## config.mk

```make
export PLATFORM = sky130hd
export DESIGN_NAME = button_edge_and_double_click_core
export DESIGN_NICKNAME = d
export VERILOG_FILES = /design/src/rtl/bedc_pkg.sv /design/src/rtl/button_edge_and_double_click_core.sv /design/src/rtl/bedc_lane.sv /design/src/rtl/bedc_merge.sv
export SDC_FILE = /design/constraint.sdc
export NUM_CORES = 1
export LEC_CHECK = 0
export ABC_AREA = 0
export BUFFER_PORTS_ARGS = -buffer_cell sky130_fd_sc_hd__buf_4
export CELL_PAD_IN_SITES_DETAIL_PLACEMENT = 1
export CELL_PAD_IN_SITES_GLOBAL_PLACEMENT = 2
export CORE_UTILIZATION = 33
export DETAILED_ROUTE_END_ITERATION = 8
export GPL_TIMING_DRIVEN = 1
export PLACE_DENSITY_LB_ADDON = 0.1
export SETUP_SLACK_MARGIN = 0.5
export SYNTH_ARGS = -nofsm -noshare
export SYNTH_HDL_FRONTEND = slang
export SYNTH_SLANG_ARGS = --single-unit
```

## constraint.sdc

```tcl
create_clock -name i_clk -period 3.9 [get_ports i_clk]
set_input_delay 0.195 -clock i_clk [delete_from_list [all_inputs] [get_ports i_clk]]
set_output_delay 0.195 -clock i_clk [all_outputs]
set_load 0.01 [all_outputs]
```

## src/rtl/bedc_pkg.sv

```systemverilog
`timescale 1ns / 1ps
package bedc_pkg;

    // cursor coordinate width and derived delta width
    localparam int COORD_BITS = 16;
    localparam int DELTA_BITS = COORD_BITS + 1;

    localparam int NUM_BTN  = 3;
    localparam int BTN_LEFT   = 0;
    localparam int BTN_RIGHT  = 1;
    localparam int BTN_MIDDLE = 2;

    localparam int TIME_BITS = 32;
    localparam int DCM_BITS  = 16;
    localparam logic [DCM_BITS-1:0] DCM_RESET = 16'd500;

    // per-button classification code
    typedef enum logic [2:0] {
        ST_NONE = 3'd0,
        ST_DOWN = 3'd1,
        ST_UP   = 3'd2,
        ST_HELD = 3'd3,
        ST_DBL  = 3'd4
    } t_btn_st;

    // click counter values
    localparam logic [1:0] CNT_ZERO = 2'd0;
    localparam logic [1:0] CNT_ONE  = 2'd1;
    localparam logic [1:0] CNT_TWO  = 2'd2;

    typedef t_btn_st t_lane_vec [NUM_BTN];

endpackage

```

## src/rtl/button_edge_and_double_click_core.sv

```systemverilog
`timescale 1ns / 1ps
// channel  | handshake                  | payload
// ---------+----------------------------+-----------------------------------------
// input    | i_in_valid / o_in_ready    | i_button_*, i_now_ms, i_cursor_x/y
// output   | o_out_valid / i_out_ready  | o_state_*, o_delta_x/y
// config   | i_cfg_valid / o_cfg_ready  | i_cfg_data (double-click interval, ms)
//
// one item per cycle while the output is not stalled; the result is in the
// output register in the cycle after acceptance, set by the three button lanes working side by side
// a new item is taken whenever the output register is empty or being read
// reset is synchronous active low; lanes and previous position clear to zero,
// the interval to 500 ms; config is always ready
module button_edge_and_double_click_core (
    input  logic                                   i_clk,
    input  logic                                   i_rst_n,
    input  logic                                   i_in_valid,
    output logic                                   o_in_ready,
    input  logic                                   i_button_left,
    input  logic                                   i_button_right,
    input  logic                                   i_button_middle,
    input  logic [bedc_pkg::TIME_BITS-1:0]         i_now_ms,
    input  logic signed [bedc_pkg::COORD_BITS-1:0] i_cursor_x,
    input  logic signed [bedc_pkg::COORD_BITS-1:0] i_cursor_y,
    output logic                                   o_out_valid,
    input  logic                                   i_out_ready,
    output logic [2:0]                             o_state_left,
    output logic [2:0]                             o_state_right,
    output logic [2:0]                             o_state_middle,
    output logic signed [bedc_pkg::DELTA_BITS-1:0] o_delta_x,
    output logic signed [bedc_pkg::DELTA_BITS-1:0] o_delta_y,
    input  logic                                   i_cfg_valid,
    output logic                                   o_cfg_ready,
    input  logic [bedc_pkg::DCM_BITS-1:0]          i_cfg_data
);

    logic [bedc_pkg::DCM_BITS-1:0] r_dcm;
    logic                          take;
    logic                          levels [bedc_pkg::NUM_BTN];
    bedc_pkg::t_lane_vec           lane_st;

    assign o_in_ready  = !o_out_valid || i_out_ready;
    assign take        = i_in_valid && o_in_ready;
    assign o_cfg_ready = 1'b1;

    // interval register
    always_ff @(posedge i_clk) begin
        if (!i_rst_n) begin
            r_dcm <= bedc_pkg::DCM_RESET;
        end else if (i_cfg_valid) begin
            r_dcm <= i_cfg_data;
        end
    end

    assign levels[bedc_pkg::BTN_LEFT]   = i_button_left;
    assign levels[bedc_pkg::BTN_RIGHT]  = i_button_right;
    assign levels[bedc_pkg::BTN_MIDDLE] = i_button_middle;

    // one lane per button
    for (genvar g = 0; g < bedc_pkg::NUM_BTN; g++) begin : g_lane
        bedc_lane u_lane (
            .i_clk    (i_clk),
            .i_rst_n  (i_rst_n),
            .i_take   (take),
            .i_level  (levels[g]),
            .i_now_ms (i_now_ms),
            .i_dcm    (r_dcm),
            .o_state  (lane_st[g])
        );
    end

    // merge lanes and cursor delta into the result item
    bedc_merge u_merge (
        .i_clk          (i_clk),
        .i_rst_n        (i_rst_n),
        .i_take         (take),
        .i_lane_st      (lane_st),
        .i_cursor_x     (i_cursor_x),
        .i_cursor_y     (i_cursor_y),
        .i_out_ready    (i_out_ready),
        .o_out_valid    (o_out_valid),
        .o_state_left   (o_state_left),
        .o_state_right  (o_state_right),
        .o_state_middle (o_state_middle),
        .o_delta_x      (o_delta_x),
        .o_delta_y      (o_delta_y)
    );

endmodule

```

## src/rtl/bedc_lane.sv

```systemverilog
`timescale 1ns / 1ps
module bedc_lane (
    input  logic                            i_clk,
    input  logic                            i_rst_n,
    input  logic                            i_take,
    input  logic                            i_level,
    input  logic [bedc_pkg::TIME_BITS-1:0]  i_now_ms,
    input  logic [bedc_pkg::DCM_BITS-1:0]   i_dcm,
    output bedc_pkg::t_btn_st               o_state
);

    logic                           r_prev;
    logic [1:0]                     r_cnt;
    logic [bedc_pkg::TIME_BITS-1:0] r_start;
    logic [1:0]                     n_cnt;
    logic [bedc_pkg::TIME_BITS-1:0] n_start;
    logic [bedc_pkg::TIME_BITS-1:0] elapsed;
    logic [bedc_pkg::TIME_BITS-1:0] dcm_ext;
    logic                           ge_dcm;
    logic                           le_dcm;
    logic [1:0]                     cnt_cl;
    logic [1:0]                     cnt_inc;
    bedc_pkg::t_btn_st              edge_st;

    // wrapping elapsed time against the interval
    assign elapsed = i_now_ms - r_start;
    assign dcm_ext = {{(bedc_pkg::TIME_BITS-bedc_pkg::DCM_BITS){1'b0}}, i_dcm};
    assign ge_dcm  = (elapsed >= dcm_ext);
    assign le_dcm  = (elapsed <= dcm_ext);

    // edge classification and click counting
    always_comb begin
        unique case ({r_prev, i_level})
            2'b01:   edge_st = bedc_pkg::ST_DOWN;
            2'b10:   edge_st = bedc_pkg::ST_UP;
            2'b11:   edge_st = bedc_pkg::ST_HELD;
            default: edge_st = bedc_pkg::ST_NONE;
        endcase
        o_state = edge_st;
        n_cnt   = r_cnt;
        n_start = r_start;
        cnt_cl  = (r_cnt == bedc_pkg::CNT_ONE && ge_dcm) ? bedc_pkg::CNT_ZERO : r_cnt;
        cnt_inc = (cnt_cl < bedc_pkg::CNT_TWO) ? cnt_cl + 2'd1 : bedc_pkg::CNT_TWO;
        if (edge_st == bedc_pkg::ST_DOWN) begin
            n_cnt = cnt_inc;
            if (cnt_inc == bedc_pkg::CNT_ONE) begin
                n_start = i_now_ms;
            end
        end else if (edge_st == bedc_pkg::ST_UP) begin
            if (r_cnt == bedc_pkg::CNT_ONE) begin
                n_cnt = cnt_cl;
            end else if (r_cnt >= bedc_pkg::CNT_TWO) begin
                if (le_dcm) begin
                    o_state = bedc_pkg::ST_DBL;
                end
                n_cnt = bedc_pkg::CNT_ZERO;
            end
        end
    end

    // lane state update on each accepted item
    always_ff @(posedge i_clk) begin
        if (!i_rst_n) begin
            r_prev  <= 1'b0;
            r_cnt   <= bedc_pkg::CNT_ZERO;
            r_start <= '0;
        end else if (i_take) begin
            r_prev  <= i_level;
            r_cnt   <= n_cnt;
            r_start <= n_start;
        end
    end

endmodule

```

## src/rtl/bedc_merge.sv

```systemverilog
`timescale 1ns / 1ps
module bedc_merge (
    input  logic                                 i_clk,
    input  logic                                 i_rst_n,
    input  logic                                 i_take,
    input  bedc_pkg::t_lane_vec                  i_lane_st,
    input  logic signed [bedc_pkg::COORD_BITS-1:0] i_cursor_x,
    input  logic signed [bedc_pkg::COORD_BITS-1:0] i_cursor_y,
    input  logic                                 i_out_ready,
    output logic                                 o_out_valid,
    output logic [2:0]                           o_state_left,
    output logic [2:0]                           o_state_right,
    output logic [2:0]                           o_state_middle,
    output logic signed [bedc_pkg::DELTA_BITS-1:0] o_delta_x,
    output logic signed [bedc_pkg::DELTA_BITS-1:0] o_delta_y
);

    logic signed [bedc_pkg::COORD_BITS-1:0] r_prev_x;
    logic signed [bedc_pkg::COORD_BITS-1:0] r_prev_y;
    logic                                   r_valid;
    logic [2:0]                             r_st [bedc_pkg::NUM_BTN];
    logic signed [bedc_pkg::DELTA_BITS-1:0] r_dx;
    logic signed [bedc_pkg::DELTA_BITS-1:0] r_dy;
    logic signed [bedc_pkg::DELTA_BITS-1:0] n_dx;
    logic signed [bedc_pkg::DELTA_BITS-1:0] n_dy;

    // sign-extended cursor deltas
    assign n_dx = {i_cursor_x[bedc_pkg::COORD_BITS-1], i_cursor_x}
                - {r_prev_x[bedc_pkg::COORD_BITS-1], r_prev_x};
    assign n_dy = {i_cursor_y[bedc_pkg::COORD_BITS-1], i_cursor_y}
                - {r_prev_y[bedc_pkg::COORD_BITS-1], r_prev_y};

    // output valid and previous position
    always_ff @(posedge i_clk) begin
        if (!i_rst_n) begin
            r_valid  <= 1'b0;
            r_prev_x <= '0;
            r_prev_y <= '0;
        end else begin
            if (i_take) begin
                r_valid  <= 1'b1;
                r_prev_x <= i_cursor_x;
                r_prev_y <= i_cursor_y;
            end else if (i_out_ready) begin
                r_valid  <= 1'b0;
            end
        end
    end

    // result item register
    always_ff @(posedge i_clk) begin
        if (i_take) begin
            for (int i = 0; i < bedc_pkg::NUM_BTN; i++) begin
                r_st[i] <= i_lane_st[i];
            end
            r_dx <= n_dx;
            r_dy <= n_dy;
        end
    end

    assign o_out_valid    = r_valid;
    assign o_state_left   = r_st[bedc_pkg::BTN_LEFT];
    assign o_state_right  = r_st[bedc_pkg::BTN_RIGHT];
    assign o_state_middle = r_st[bedc_pkg::BTN_MIDDLE];
    assign o_delta_x      = r_dx;
    assign o_delta_y      = r_dy;

endmodule
```

## After elaboration in Yosys (flattened, before gate mapping)

Memories as Yosys holds them, arrays and structs flattened.
Cells that the tools add are included.

- Add/sub/neg operators: 8
- Magnitude comparators: 12
- Equal/unequal tests: 21
- Multiplexer cells: 40
- Reductions and logical operators: 19

Operators with widths:

| kind | number |
|---|---|
| 32-bit by 16-bit >= comparator with 1-bit output | 3 |
| 32-bit by 16-bit <= comparator with 1-bit output | 3 |
| 32-bit subtractor | 3 |
| 3-bit two-way mux | 15 |
| 2-bit two-way mux | 18 |
| 16-bit by 16-bit subtractor with 17-bit output | 2 |
| 2-bit by 1-bit == test with 1-bit output, second input constant | 12 |
| 2-bit == test, second input constant | 9 |
| 2-bit case mux with 3 select lines | 3 |
| 3-bit AND reduction | 6 |
| 3-bit nonzero test | 3 |
| 2-bit nonzero test | 4 |
| 2-bit by 1-bit adder with 2-bit output, second input constant | 3 |
| 2-bit >= comparator, second input constant | 3 |
| 2-bit less-than comparator, second input constant | 3 |
| 1-bit logical AND | 4 |
| 1-bit two-way mux | 4 |
| 1-bit logical NOT | 1 |
| 1-bit logical OR | 1 |

- Flip-flop bits (word level): 188
- Bits in writable memories: 9
- Input port bits: 88
- Output and inout port bits: 46
- Word-level logic and storage cells: 116
- Memories: 1

Memory list:

| name | depth | bits a word | read ports | clocked after Yosys merged registers in | wr ports | line | source |
|---|---|---|---|---|---|---|---|
| u_merge.r_st | 3 | 3 | 3 | 0 | 3 | bedc_merge.sv:21 | `logic [2:0] r_st [bedc_pkg::NUM_BTN];` |

## Longest topological paths before layout

Gate-level depths: netlist of the first run.

- Word-level depth: 8
- Mapped depth: 21
- Depth with buffers taken out: 19

## By module

A second synthesis of the first run with hierarchy kept.

- Cells, all modules: 2073
- Area total of the unflattened synthesis: 16893.7 µm²

Modules (own cells, without submodules):

| module | instances | cells an instance | area each (µm²) | sequential area each (µm²) |
|---|---|---|---|---|
| bedc_lane (g_lane[1].u_lane ...) | 2 | 543 | 4035.1 | 700.7 |
| bedc_merge | 1 | 395 | 4206.5 | 1951.9 |
| bedc_lane (g_lane[0].u_lane) | 1 | 537 | 3992.6 | 700.7 |
| button_edge_and_double_click_core | 1 | 55 | 624.3 | 320.3 |

## Least setup slack after synthesis of the first run

Ideal clock, no wire load.

- Path kind: flip-flop to flip-flop
- Start point: reg g_lane[2].u_lane.r_start[1] (netlist name)
- End point: reg g_lane[2].u_lane.r_start[10] (netlist name)
- Library setup time: 0.072 ns
- Arrival time: 3.853 ns
- Required time: 3.828 ns
- Path slack: -0.025 ns
- Stages on the path, launching flop included: 21
- Buffers on the path: 2
- Period minus slack after synthesis: 3.925 ns
- Cells stage by stage: dfxtp_1 inv_1 ha_1 nor2b_1 o2111ai_1 a41oi_1 nor2_1 a21oi_1 xor2_1 ha_1 a21o_1 a21o_1 a21oi_1 nor2_1 a2111oi_0 o21ai_0 nor2_1 a21o_1 buf_2 buf_4 mux2i_1

- Word-level cells in the longest chain between the ends: 8
- Elaborated cells between the ends (all ways): 9
- Classes of those cells: add/sub: 2; order compare: 2; eq/ne: 1; mux: 2; reduce/logical: 2

Ends and longest elaborated chain:

| what | line | source |
|---|---|---|
| from (decl) | bedc_lane.sv:14 | `logic [bedc_pkg::TIME_BITS-1:0] r_start;` |
| from (signal assigned) | bedc_lane.sv:70 | `r_start <= n_start;` |
| 32-bit subtractor * | bedc_lane.sv:26 | `assign elapsed = i_now_ms - r_start;` |
| 32-bit by 16-bit >= comparator with 1-bit output * | bedc_lane.sv:28 | `assign ge_dcm = (elapsed >= dcm_ext);` |
| 1-bit logical AND * | bedc_lane.sv:42 | `cnt_cl = (r_cnt == bedc_pkg::CNT_ONE && ge_dcm) ? bedc_pkg::CNT_ZERO : r_cnt;` |
| 2-bit two-way mux * | bedc_lane.sv:42 |  |
| 2-bit by 1-bit adder with 2-bit output or 2-bit less-than comparator (tied branches) | bedc_lane.sv:43 | `cnt_inc = (cnt_cl < bedc_pkg::CNT_TWO) ? cnt_cl + 2'd1 : bedc_pkg::CNT_TWO;` |
| 2-bit two-way mux * | bedc_lane.sv:43 |  |
| 2-bit by 1-bit == test with 1-bit output * | bedc_lane.sv:46 | `if (cnt_inc == bedc_pkg::CNT_ONE) begin` |
| 3-bit AND reduction (no line) * | - |  |

Mark *: on every way between the ends. The rest lies on a longest branch, timed or not.
A chain may end at the register's enable or synchronous reset.

## Worst setup path in the final report of the first run

- Start point: reg g_lane[0].u_lane.r_start[0] (netlist name)
- End point: reg g_lane[0].u_lane.r_start[13] (netlist name)

- Word-level cells in the longest chain between the ends: 8
- Elaborated cells between the ends (all ways): 9
- Classes of those cells: add/sub: 2; order compare: 2; eq/ne: 1; mux: 2; reduce/logical: 2

Ends and longest elaborated chain:

| what | line |
|---|---|
| from (decl) | bedc_lane.sv:14 |
| from (signal assigned) | bedc_lane.sv:70 |
| 32-bit subtractor * | bedc_lane.sv:26 |
| 32-bit by 16-bit >= comparator with 1-bit output * | bedc_lane.sv:28 |
| 1-bit logical AND * | bedc_lane.sv:42 |
| 2-bit two-way mux * | bedc_lane.sv:42 |
| 2-bit by 1-bit adder with 2-bit output or 2-bit less-than comparator (tied branches) | bedc_lane.sv:43 |
| 2-bit two-way mux * | bedc_lane.sv:43 |
| 2-bit by 1-bit == test with 1-bit output * | bedc_lane.sv:46 |
| 3-bit AND reduction (no line) * | - |

Marks and branches as above.

==> impl_metrics.json, run 1 <==
{
  "yosys.area_share.adder_pct": 15.1,
  "drtAntennaViolNets": 0,
  "max_freq_mhz": 240,
  "startpoint": "g_lane[0].u_lane.r_start[0]",
  "p_per_area_nw_per_um2": 312,
  "grt_pass1_vias": 17000,
  "grt_antenna_before_repair": 0,
  "wl_per_cell_um": 19.6,
  "ios": 134,
  "r2r_cells": 18,
  "met3_wirelength_um": 1240,
  "pre_cts_ws_ns": -0.574,
  "layout_min_cycle_time_ns": 4.16,
  "synth-simple-area-share_pct": 19.7,
  "grt_pass1_wl_um": 93500,
  "critical_path.max_fanout": 8,
  "synth_cell_types": 79,
  "dr_wl_met2_um": 28100,
  "start_kind": "flop",
  "vias_per_cell": 5.23,
  "violations": "setup timing",
  "synth_seq_cells": 197,
  "worstSetupEndpointType": "flop",
  "final_cells": 3068,
  "synthFlopType": "dfxtp_1",
  "rrSetupSlack_ns": -0.26,
  "cts_tree": "built",
  "h-tree-depth": 4,
  "wl_met1_um": 29400,
  "timing.rr.end": "g_lane[0].u_lane.r_start[13]",
  "vdd_ir_drop_max_mv": 0.359,
  "finalPower_mw": 7.05,
  "port_buffers": 132,
  "maxCapViolations": 0,
  "final-max-slew-violation-count": 0,
  "synth_compound_area_share_pct": 20.5,
  "cts-buffers-inserted": 17,
  "syn-cell-area_um2": 16200,
  "final_hold_viol_count": 0,
  "tightestPinTransition_ns": 0.797,
  "finalClockSkew_ns": 0.0136,
  "utilization_pct": 47.0,
  "rsz0062_at_grt": "yes",
  "dp_cells": 2918,
  "final_nets": 2721,
  "cts_sinks": 197,
  "fin_crit_sh_pct": 107,
  "coreArea_um2": 48000,
  "start_util_pct": 33.7,
  "synth_top_family_by_area": "compound AO/OA/AOI/OAI gates",
  "synth_top_area_share_pct": 19.0,
  "num_rows": 80,
  "synth_xor_area_share_pct": 3.73,
  "cts.clk_slew.worst_paths_ns": 0.07,
  "cts.path.max_buffers": 2,
  "die_w_um": 224,
  "synthCells": 2008,
  "syn_area_per_cell_um2": 8.07,
  "crit_type": "flop to flop",
  "drt-initial-drc-count": 637,
  "vias": 16000,
  "topRoutingLayerUsed": "met4",
  "yosysWarnings": 0,
  "drc": 0,
  "required_ns": 4.26,
  "root_buffer": "clkbuf_16",
  "hp-class": "input port to flop",
  "syn_nets": 2289,
  "setup_violations": 78,
  "syn2layout_area_growth_pct": 39.5,
  "firstDrtPassIters": 5,
  "synth.area.mux_share_pct": 7.31,
  "place.gp.congestion": 0.862,
  "status": "complete, but fails checks",
  "fp.dieArea_um2": 50000,
  "ys_seq_area_share_pct": 27.0,
  "p_leak_nw": 9.55,
  "worstSetupEndpoint": "g_lane[0].u_lane.r_start[13]",
  "synth_most_common_cell": "nand2_1",
  "overflow": 0,
  "fin_ws_ns": -0.259,
  "nFillCells": 5684,
  "r2r-start": "g_lane[0].u_lane.r_start[0]",
  "relSlewSlack_pct": 46.2,
  "hpwl_um": 45800,
  "worstPathArrival_ns": 4.52,
  "grt_max_degree": 72,
  "grt_usage_pct": 24.0,
  "synth_top_cell_by_area": "dfxtp_1",
  "die_y_um": 224,
  "wirelength_um": 60000,
  "antennaDiodeCount": 0,
  "drive_above_1_share_pct": 27.1,
  "synth_edf_count": 43,
  "clock_latency_ns": 0.49,
  "ys_top_cells_by_area": "dfxtp_1 19%, ha_1 15%, edfxtp_1 8.0%",
  "synthTopCellsByCount": "313 x nand2_1, 200 x inv_1, 188 x ha_1",
  "async_flop_share_pct": 0
}
repair_timing:
action                                 in CTS  in global routing
gates resized for setup                   174                 82
pin swaps                                  68                 55
buffers inserted                           37                 19
hold buffers                               53                  0
cloned                                      9                  0
endpoints found under the hold margin      56                  0
setup endpoints to repair                 110                113
per-stage QoR:
step | hold WS, ns | setup TNS (ns) | area (µm²)
finish | 0.0568 | -9.67 | 22600
global placement | 0.426 | -24.57 | 19700
CTS | 0.0215 | -6.15 | 22100
detailed placement | 0.432 | -35.29 | 19700
floorplan | 0.321 | 0 | 16400
global route | 0.0455 | -22.82 | 22600
routing by layer:
| metal | vias to the layer above | global-route usage, % |
|---|---|---|
| met5 | - | 0 |
| met4 | 0 | 6.81 |
| met3 | 52 | 2.74 |
| met2 | 202 | 40.9 |
| met1 | 7807 | 32.0 |
| li1 | 7986 | - |
cells by family after synthesis:
kind of cell             Yosys count
adder cells (fa/ha/maj)          193
AND/OR/NAND/NOR                  672
other                              1
XOR/XNOR                          69
multiplexers                     118
flip-flops                       197
buffers and inverters            268
AO/OA/AOI/OAI                    490
placed cells by master (no fill, tap or decap), types with 35 or more instances in the layout:
| cell | instances |
|---|---|
| a21o_1 | 41 |
| dlygate4sd3_1 | 53 |
| inv_1 | 193 |
| edfxtp_1 | 43 |
| mux2i_1 | 112 |
| a21oi_1 | 82 |
| buf_4 | 371 |
| nor2_1 | 89 |
| ha_1 | 158 |
| dfxtp_1 | 143 |
| o21ai_0 | 64 |
| nand2_1 | 309 |
| xnor2_1 | 46 |
| buf_6 | 35 |
| o21a_1 | 38 |
| a21boi_0 | 43 |
final cells by class:
class                      count  area [µm²]  area share (%)
tap                          615         769            3.41
inverter                     200         752            3.33
timing repair buffer         481        4210            18.6
clock buffer                  21         450            1.99
multi-input combinational   1543       12000            52.9
sequential                   197        4390            19.4
clock inverter                11        76.3           0.338
report_power, final:
part           switching, mW  internal, mW
clock                  0.858         0.834
combinational           1.61          1.44
sequential            0.0719          2.24
worst min-delay path by stage:
stage                        startpoint  slack (ns)             endpoint  cells past startpoint
final                       i_out_ready        0.06  u_merge.o_out_valid                      3
after floorplan           i_cfg_data[6]        0.32             r_dcm[6]                      2
after global routing        i_out_ready        0.05  u_merge.o_out_valid                      3
after global placement    i_cfg_data[4]        0.43             r_dcm[4]                      3
after detailed placement  i_cfg_data[2]        0.43             r_dcm[2]                      3
after CTS                   i_out_ready        0.02  u_merge.o_out_valid                      3
flip-flops by register name, summed over array words and instances, names as in the netlist:
register,cells
u_merge.r_prev_x,16
u_merge.o_delta_y,17
u_merge.r_prev_y,16
r_dcm,16
u_merge.r_st,9
g_lane.u_lane.r_prev,3
u_merge.o_out_valid,1
u_merge.o_delta_x,17
g_lane.u_lane.r_cnt,6
g_lane.u_lane.r_start,96
critical path: stages, from the launching register on:
cell and delay (ns):
dfxtp_2 0.34, ha_4 0.17, fa_2 0.34, nand2b_4 0.16
a211oi_4 0.32, o21ai_2 0.10, buf_4 0.15, buf_6 0.11
a21boi_4 0.23, nor2_4 0.08, a21oi_1 0.11, or4b_4 0.46
or4_4 0.45, nor4_4 0.36, a21oi_4 0.10, buf_12 0.16
buf_8 0.13, buf_16 0.15, mux2i_1 0.12
(Power assumes the default switching activity.)
==> run 2, diff against run 1 <==
--- a/config.mk
+++ b/config.mk
@@ -5,11 +5,11 @@
 export SDC_FILE = /design/constraint.sdc
 export NUM_CORES = 1
 export LEC_CHECK = 0
-export ABC_AREA = 0
+export ABC_AREA = 1
 export BUFFER_PORTS_ARGS = -buffer_cell sky130_fd_sc_hd__buf_4
 export CELL_PAD_IN_SITES_DETAIL_PLACEMENT = 1
 export CELL_PAD_IN_SITES_GLOBAL_PLACEMENT = 2
-export CORE_UTILIZATION = 33
+export CORE_UTILIZATION = 30
 export DETAILED_ROUTE_END_ITERATION = 8
 export GPL_TIMING_DRIVEN = 1
 export PLACE_DENSITY_LB_ADDON = 0.1
==> run 2 against run 1 <==
  * The flow now finishes without violations
  * Non-clock buffer count fell by 187
  * Worst setup slack improved by 0.83 ns
  * Flip-flop and latch count did not move
  * Sequential share of layout area fell by 0.71 points
  * Global-route usage rose by 0.091 points
  * First-iteration DRC count rose by 22%
  * Hold slack got worse by 0.031 ns
  * Wire length rose by 25%
  * Synthesized cell count rose by 48%
  * Count of clock-buffer cells in the layout fell by 4
  * Sequential power barely moved
  * Critical path type unchanged
  * Largest cell class unchanged
  * Largest power group unchanged
==> impl_metrics.json, run 2 <==
{
  "cts_tree": "built",
  "synth.area.mux_share_pct": 0,
  "layout_commonest_cell": "nand2_1",
  "ios": 134,
  "port_buffers": 132,
  "drtAntennaViolNets": 0,
  "antennaDiodeCount": 0,
  "syn_area_per_cell_um2": 6.09,
  "hp-class": "input port to flop",
  "ys_seq_area_share_pct": 24.1,
  "maxCapViolations": 0,
  "fp.dieArea_um2": 61500,
  "finalClockSkew_ns": 0.0207,
  "r2r-start": "g_lane[0].u_lane.r_start[12]",
  "wirelength_um": 75300,
  "synth_most_common_cell": "nand2_1",
  "cts-buffers-inserted": 17,
  "synth_seq_cells": 197,
  "nFillCells": 7665,
  "vias_per_cell": 4.77,
  "syn-cell-area_um2": 18100,
  "grt_pass1_wl_um": 112000,
  "regArea_um2": 4400,
  "grt_max_degree": 85,
  "grt_pass1_vias": 19500,
  "vdd_ir_drop_max_mv": 0.364,
  "fin_crit_sh_pct": 85.3,
  "synthTopCellsByCount": "952 x nand2_1, 566 x inv_1, 335 x nor2_1",
  "synth_top_cell_by_area": "nand2_1",
  "r2r_cells": 25,
  "rsz0062_at_grt": "yes",
  "wl_per_cell_um": 18.7,
  "die_w_um": 248,
  "overflow": 0,
  "worstSetupEndpoint": "g_lane[0].u_lane.r_start[16]",
  "drive_above_1_share_pct": 19.2,
  "synthFlopType": "dfxtp_1",
  "largest_reg_flops": 96,
  "die_y_um": 248,
  "cts_sinks": 197,
  "synth_cell_types": 45,
  "worstSetupEndpointType": "flop",
  "final_nets": 3520,
  "synth_compound_area_share_pct": 8.90,
  "async_flop_share_pct": 0,
  "start_kind": "flop",
  "ys_top_cells_by_area": "nand2_1 20%, dfxtp_1 17%, ha_1 13%",
  "h-tree-depth": 4,
  "firstDrtPassIters": 4,
  "worstPathArrival_ns": 3.77,
  "hpwl_um": 57200,
  "vias": 19200,
  "synth_top_family_by_area": "simple AND/OR/NAND/NOR gates",
  "rrSetupSlack_ns": 0.57,
  "max_freq_mhz": 301,
  "clock_latency_ns": 0.52,
  "crit_type": "flop to flop",
  "place.gp.congestion": 0.884,
  "startpoint": "g_lane[0].u_lane.r_start[12]",
  "most-common-layout-cells": "856 x nand2_1, 528 x inv_1, 319 x nor2_1",
  "final_hold_viol_count": 0,
  "start_util_pct": 30.6,
  "syn2layout_area_growth_pct": 29.6,
  "multiInputGateArea_um2": 12500,
  "drc": 0,
  "finalPower_mw": 7.99,
  "synth-simple-area-share_pct": 35.5,
  "synth_edf_count": 43,
  "yosys.area_share.adder_pct": 13.5,
  "setup_violations": 0,
  "num_rows": 89,
  "synth_xor_area_share_pct": 3.67,
  "root_buffer": "clkbuf_16",
  "p_per_area_nw_per_um2": 340,
  "grt_antenna_before_repair": 0,
  "relSlewSlack_pct": 41.1,
  "coreArea_um2": 59400,
  "tightestPinTransition_ns": 0.883,
  "timing.rr.end": "g_lane[0].u_lane.r_start[16]",
  "status": "complete, no violations",
  "hold_slack_ns": 0.0261,
  "drt-initial-drc-count": 779,
  "syn_nets": 3261,
  "grt_usage_pct": 24.1,
  "cts.clk_slew.worst_paths_ns": 0.09,
  "yosysWarnings": 0,
  "cts.path.max_buffers": 2,
  "critical_path.max_fanout": 5,
  "required_ns": 4.35,
  "p_leak_nw": 12.3,
  "synth_top_area_share_pct": 19.7,
  "layout_min_cycle_time_ns": 3.33,
  "final-max-slew-violation-count": 0,
  "synthCells": 2980,
  "top_register": "g_lane.u_lane.r_start"
}
run 2: cell count changes in the layout (fill, tap and decap cells not counted), sizes merged, moves of 35 or more:
cell and change:
a21o -38, nor2b -35, nand4 +46, a21boi -49, buf -197, inv +407, a21oi +57, nand3 +59
mux2i -115, o21a -37, nor2 +248, xor2 +39, nand2 +661
run 2: cell type report:
class | count | share of cell area, %
well taps | 773 | 4.11
repair buffers | 294 | 11.6
inverters | 603 | 9.65
multi-input cells | 2126 | 53.2
clock inverters | 15 | 0.984
flip-flops and latches | 197 | 18.7
clock buffers | 17 | 1.81
run 2: worst min path at each step:
stage,start,to,cells past startpoint
2_1_floorplan,i_cfg_data[6],r_dcm[6],2
3_3_place_gp,i_cfg_data[8],r_dcm[8],3
3_5_place_dp,i_cfg_data[6],r_dcm[6],3
4_1_cts,i_cfg_valid,r_dcm[8],2
5_1_grt,i_cfg_data[13],r_dcm[13],3
6_report,i_cfg_valid,r_dcm[8],2
run 2: logic make-up (layout without fill, tap and decap cells):
logic type      after synthesis  count (layout)
simple gates               1554            1554
buf+inv                     657             929
compound gates              302             302
flops                       197             197
fa+ha+maj                   193             193
xor+xnor                     76              76
other cells                   1               1
run 2: critical path, cell delays in order, from the launching register on:
cell	delay, ns
dfxtp_2	0.35
inv_4	0.05
ha_4	0.31
nand2_4	0.07
inv_4	0.07
nand2_4	0.07
nor3_4	0.19
nand2_1	0.09
nand2_2	0.10
xor2_1	0.18
ha_1	0.28
nand2_2	0.10
inv_2	0.06
nand3_4	0.06
nor3_4	0.04
buf_4	0.13
nand2_2	0.07
nand3_2	0.11
inv_2	0.08
nand4_1	0.13
nand2_2	0.16
nand2_8	0.11
clkbuf_16	0.19
nand4_1	0.07
nand2_1	0.06
nor2_1	0.13
run 2: what timing repair did:
item / in CTS / in global routing
gates resized for setup: 99 / 254
hold endpoints to repair: 56 / 0
setup endpoints to repair: 102 / 104
hold buffers: 55 / 0
setup buffers: 13 / 45
cloned: 7 / 8
pin swaps: 16 / 92
run 2: metrics by stage:
stage	utilization, %	area, µm²	TNS (ns)	std cells	setup slack [ns]
final	39.6	23500	0	4025	0.574
after global routing	39.6	23500	0	4025	0.347
after CTS	37.2	22100	0	3972	0.502
after global placement	33.9	20100	0	3865	0.106
after detailed placement	33.9	20100	-0.0129	3865	-0.0129
after floorplan	-	18100	0	2980	0.882
run 2: where the power goes:
part           total [mW]  switching, mW  leakage [nW]  internal, mW
clock                2.04           1.08         0.317         0.959
sequential           2.34         0.0594          1.70          2.29
combinational        3.61           2.22          10.3          1.39
run 2: layer usage:
metal,track usage [%],share of wire [%],routed length (µm),up-vias
met1,31.6,48,36200,9137
li1,-,-,-,9733
met4,6.78,2.5,1880,0
met3,3.41,2.9,2200,75
met5,0,0,0,-
met2,40.9,46,35000,240
